===== src/rtl/core/lte_ram.sv =====
// Generic single-port-write, single-read RAM with registered read data.
// No dependencies.
module lte_ram #(
    parameter int WIDTH = 8,
    parameter int DEPTH = 64
) (
    input  logic                     i_clk,
    input  logic                     i_we,
    input  logic [$clog2(DEPTH)-1:0] i_waddr,
    input  logic [WIDTH-1:0]         i_wdata,
    input  logic [$clog2(DEPTH)-1:0] i_raddr,
    output logic [WIDTH-1:0]         o_rdata
);
    logic [WIDTH-1:0] r_mem [DEPTH];

    always_ff @(posedge i_clk) begin
        if (i_we) begin
            r_mem[i_waddr] <= i_wdata;
        end
        o_rdata <= r_mem[i_raddr];
    end
endmodule


===== config.mk =====
export PLATFORM = sky130hd
export DESIGN_NAME = lte_ram
export DESIGN_NICKNAME = d
export VERILOG_FILES = /design/src/rtl/core/lte_ram.sv
export SDC_FILE = /design/constraint.sdc
export NUM_CORES = 1
export LEC_CHECK = 0
export BUFFER_PORTS_ARGS = -buffer_cell sky130_fd_sc_hd__buf_2
export CORE_ASPECT_RATIO = 0.8
export CORE_MARGIN = 4
export CORE_UTILIZATION = 35
export CTS_BUF_LIST = sky130_fd_sc_hd__clkbuf_8
export DETAILED_ROUTE_END_ITERATION = 12
export HOLD_SLACK_MARGIN = 0.03
export PLACE_DENSITY_LB_ADDON = 0.05
export SLEW_MARGIN = 20
export SYNTH_ARGS = -nofsm -noshare
export SYNTH_HDL_FRONTEND = slang
export SYNTH_SLANG_ARGS = --single-unit

===== constraint.sdc =====
create_clock -name i_clk -period 1.9 [get_ports i_clk]
set_input_delay 0.19 -clock i_clk [delete_from_list [all_inputs] [get_ports i_clk]]
set_output_delay 0.19 -clock i_clk [all_outputs]
set_load 0.05 [all_outputs]

==> key figures <==
Critical path
  – Reg2reg path depth: 5
  – WP data required: approximately 2.4 ns
  – Worst r2r src: r_mem[20][6]
  – Crit path kind: flop to flop
  – Setup slack, reg-to-reg: -0.007 ns
  – Crit path from: r_mem[20][6]
  – WP data arrival: roughly 2.5 ns
  – Worst R2R End: o_rdata[6]
  – CP Capture Type: flop
  – Setup crit end: o_rdata[6]
  – Setup crit start kind: flop
  – Crit-path max FO: 1

Route
  – Drt first pass iters: 5
  – Vias: between 10000 and 15000
  – DRC viols: 0
  – DR vias/cell: a little over 5
  – Final ANT Viol Nets: 0
  – DR iter-0 viols: roughly 860
  – Avg WL per Cell: between 20 and 30 µm
  – Routed WL: about 53000 µm

Clock tree
  – # clock sinks: 520
  – CTS tree: yes
  – CTS max path bufs: 3
  – # H-tree levels: 3
  – Root Driver: clkbuf_8
  – Worst-path clk slew: 0.06 ns
  – Clk_lat worst skew: just under 0.7 ns
  – CTS buffer count: 85

Synthesis
  – Seq/Total Area, Yosys: around 77%
  – Post-synth EDFFs: 512
  – Mapped Area: around 20000 µm²
  – Ys Warns: 0
  – Post-synthesis cell count: between 900 and 1000
  – Post-synth cell types: 40
  – Syn Nets: about 960
  – Prevailing post-synth register cell: edfxtp_1
  – #FFs+latches synth: 520
  – Fraction of registers with async set/reset: 0%
  – Syn avg cell area: 21.5 µm²

Power and ir drop
  – Switching share of total power: a little under a quarter
  – Combinational power share: roughly 6.6%
  – Leakage power figure: between 8 and 9 nW
  – Cell Pwr Density: between 900 and 1000 nW/µm²
  – Clock Power Share: a little under two fifths
  – Sequential share of power: 55.3%
  – Net Switching: ~5.4 mW
  – Internal power: approximately 18 mW
  – Max rail drop VDD: 0.000499 V

Layout
  – Seq. cell area: about 16000 µm²
  – Final Cell Area: 24300 µm²
  – Share of layout cells above drive strength 1: a little over a third
  – Fillers: 5037
  – Fin nets: between 1000 and 1500
  – Multi-input gate area: about 4400 µm²
  – Synthesis-to-finish area growth: 20.3%

STA
  – FMAX: between 0.5 and 0.6 GHz
  – Setup repair after global routing missed its margin: true
  – Finish-stage setup viols: 1
  – Worst Tran Pin Value: 0.767 ns
  – Fin worst setup slack: -0.00732 ns
  – Worst Clk Skew: between 0.04 and 0.05 ns
  – Part of the cycle the worst path needs: 100%
  – Relative slew slack: between 40% and 50%
  – Final min period: 1.91 ns
  – Fin. Hold Viols: 0
  – Final slew viol count: 0

Floorplanning
  – Num ports: 30
  – CORE AREA: between 50000 and 60000 µm²
  – Die area: a little over 60000 µm²
  – FP Rows: between 70 and 80
  – Die W: ~280 µm
  – Die height: ~220 µm
  – Effective utilization at floorplan: 35.4%

Status
  – Status: finished, violations left
  – Failing checks: negative setup slack

Global route
  – First-pass GRT wire length: about 77000 µm
  – GRT Residual Overflow: 0
  – GRT Util Overall: 17.3%
  – Initial antenna violation count: 6
  – Vias in the first global route: 10700
  – Largest net degree at the start of global routing: between 60 and 70

Placed design
  – Gpl congestion: between 0.7 and 0.8
  – PortBufs: 29
  – DP HPWL: ~35000 µm
  – Cell Area, Placed: 22600 µm²
  – Pre-CTS setup slack: -0.658 ns

Job
  – Maxcap violations: 0

Hold path
  – Hold Path Class: input pin to flop
==> per-stage QoR <==
| stage | instances | power, mW | utilization [%] | hold slack (ns) | TNS (ns) |
|---|---|---|---|---|---|
| 2_1_floorplan | 940 | 13.7 | - | 0.289 | 0 |
| 3_3_place_gp | 1862 | 14.5 | 39.6 | 0.649 | -3.49 |
| 3_5_place_dp | 1863 | 14.5 | 39.7 | 0.655 | -3.49 |
| 4_1_cts | 2021 | 23.4 | 42.5 | -0.109 | -0.113 |
| 5_1_grt | 2024 | 24.0 | 42.6 | 0.149 | -0.0384 |
| 6_report | 2025 | 23.0 | 42.7 | 0.153 | -0.00732 |
==> cells in the final DEF (no fill, tap or decap), drive strengths merged, types with 2 or more instances in the layout <==
cell,count
a2111oi,2
a211oi,4
a21oi,3
a221oi,6
a22oi,3
buf,212
clkbuf,88
clkinv,23
clkinvlp,2
dfxtp,8
diode,3
dlygate4sd3,11
edfxtp,512
inv,37
mux2,13
mux2i,23
mux4,126
nand2,19
nand2b,7
nand3,13
nand3b,3
nand4,2
nor2,83
nor2b,14
nor3,7
nor4,2
o2111ai,3
o21a,2
o21ai,4
o221a,2
o221ai,8
o22ai,8
o2bb2ai,3
o32ai,2
o41ai,2
==> worst max-delay path, cell delays in order, from the launching register on <==
cell and delay (ns):
edfxtp_1 0.37, mux4_2 0.46, mux2_4 0.30, o221a_4 0.28
nor3_4 0.25, o32ai_2 0.11
==> logic make-up (layout without fill, tap and decap cells) <==
family,after synthesis,after routing,share of synthesized area (%)
multiplexers,162,162,15.9
AND/OR/NAND/NOR,153,153,3.39
AO/OA/AOI/OAI,54,54,2.07
buffers and inverters,51,373,1.57
other,0,3,0
flip-flops,520,520,77.0
==> layout make-up <==
cell class | count | area share (%)
clock buffers | 88 | 4.99
flip-flops and latches | 520 | 64.0
multi-input cells | 369 | 18.2
diodes | 3 | 0.0309
well taps | 760 | 3.92
clock inverters | 62 | 1.12
repair buffers | 223 | 7.70
==> state kept, by name, summed over array words and instances (netlist names) <==
name     flops
o_rdata      8
r_mem      512
==> layer usage <==
| metal | wire [µm] | track usage (%) | share of wire [%] |
|---|---|---|---|
| met5 | 0 | 0 | 0 |
| met3 | 2890 | 4.12 | 5.4 |
| met2 | 23100 | 24.8 | 43 |
| met1 | 26300 | 26.8 | 49 |
| met4 | 964 | 4.10 | 1.8 |
==> cell usage after synthesis (2+ instances only) <==
cell       instances  area share (%)
mux2_2            13            0.73
buf_12             2            0.20
nor4_1             2           0.062
nand3_1           13            0.32
a22oi_1            3            0.11
o32ai_1            2           0.087
o21ai_1            2           0.050
mux4_2           126              14
o21a_1             2           0.074
a211oi_1           4            0.15
nand2_1           19            0.35
buf_6              4            0.22
a2111oi_0          2           0.087
o221ai_1           8            0.35
o221a_2            2            0.11
buf_4             13            0.48
buf_2             11            0.27
edfxtp_1         512              76
o22ai_1            8            0.25
nand4_1            2           0.062
o41ai_1            2           0.087
buf_1              4           0.074
mux2i_1           23             1.1
o2111ai_1          3            0.13
o2bb2ai_1          3            0.13
nor2b_1           14            0.43
nand3b_1           3            0.11
nor2_1            83             1.5
clkbuf_1          17            0.32
a221oi_1           6            0.26
o21ai_0            2           0.050
a21oi_1            3           0.074
nor3_1             7            0.17
dfxtp_1            8            0.79
nand2b_1           7            0.22
==> worst min-delay path by stage <==
| stage | slack (ns) | from | endpoint | depth (start not counted) |
|---|---|---|---|---|
| floorplan | 0.29 | i_wdata[0] | r_mem[0][0] | 0 |
| global placement | 0.65 | i_raddr[5] | o_rdata[1] | 3 |
| detailed placement | 0.65 | i_raddr[5] | o_rdata[1] | 3 |
| CTS | -0.11 | i_raddr[5] | o_rdata[1] | 3 |
| global route | 0.15 | i_waddr[0] | r_mem[57][3] | 4 |
| finish | 0.15 | i_wdata[3] | r_mem[17][3] | 1 |
==> power groups by stage <==
stage	combinational (mW)	clock, mW	sequential, mW
3_3_place_gp	1.51	0	13.0
4_1_cts	1.54	9.09	12.7
6_report	1.53	8.76	12.7
5_1_grt	1.64	9.63	12.7
2_1_floorplan	0.677	0	13.0
3_5_place_dp	1.51	0	13.0
==> timing repair <==
item                                    4_1_cts  5_1_grt
pin swaps                                     2        2
hold buffers                                  8        3
resized for setup                             9       11
hold endpoints to repair                    232        6
gates cloned                                  0        0
buffers inserted                              0        0
endpoints found under the setup margin        5        7
(Power assumes the default switching activity.)
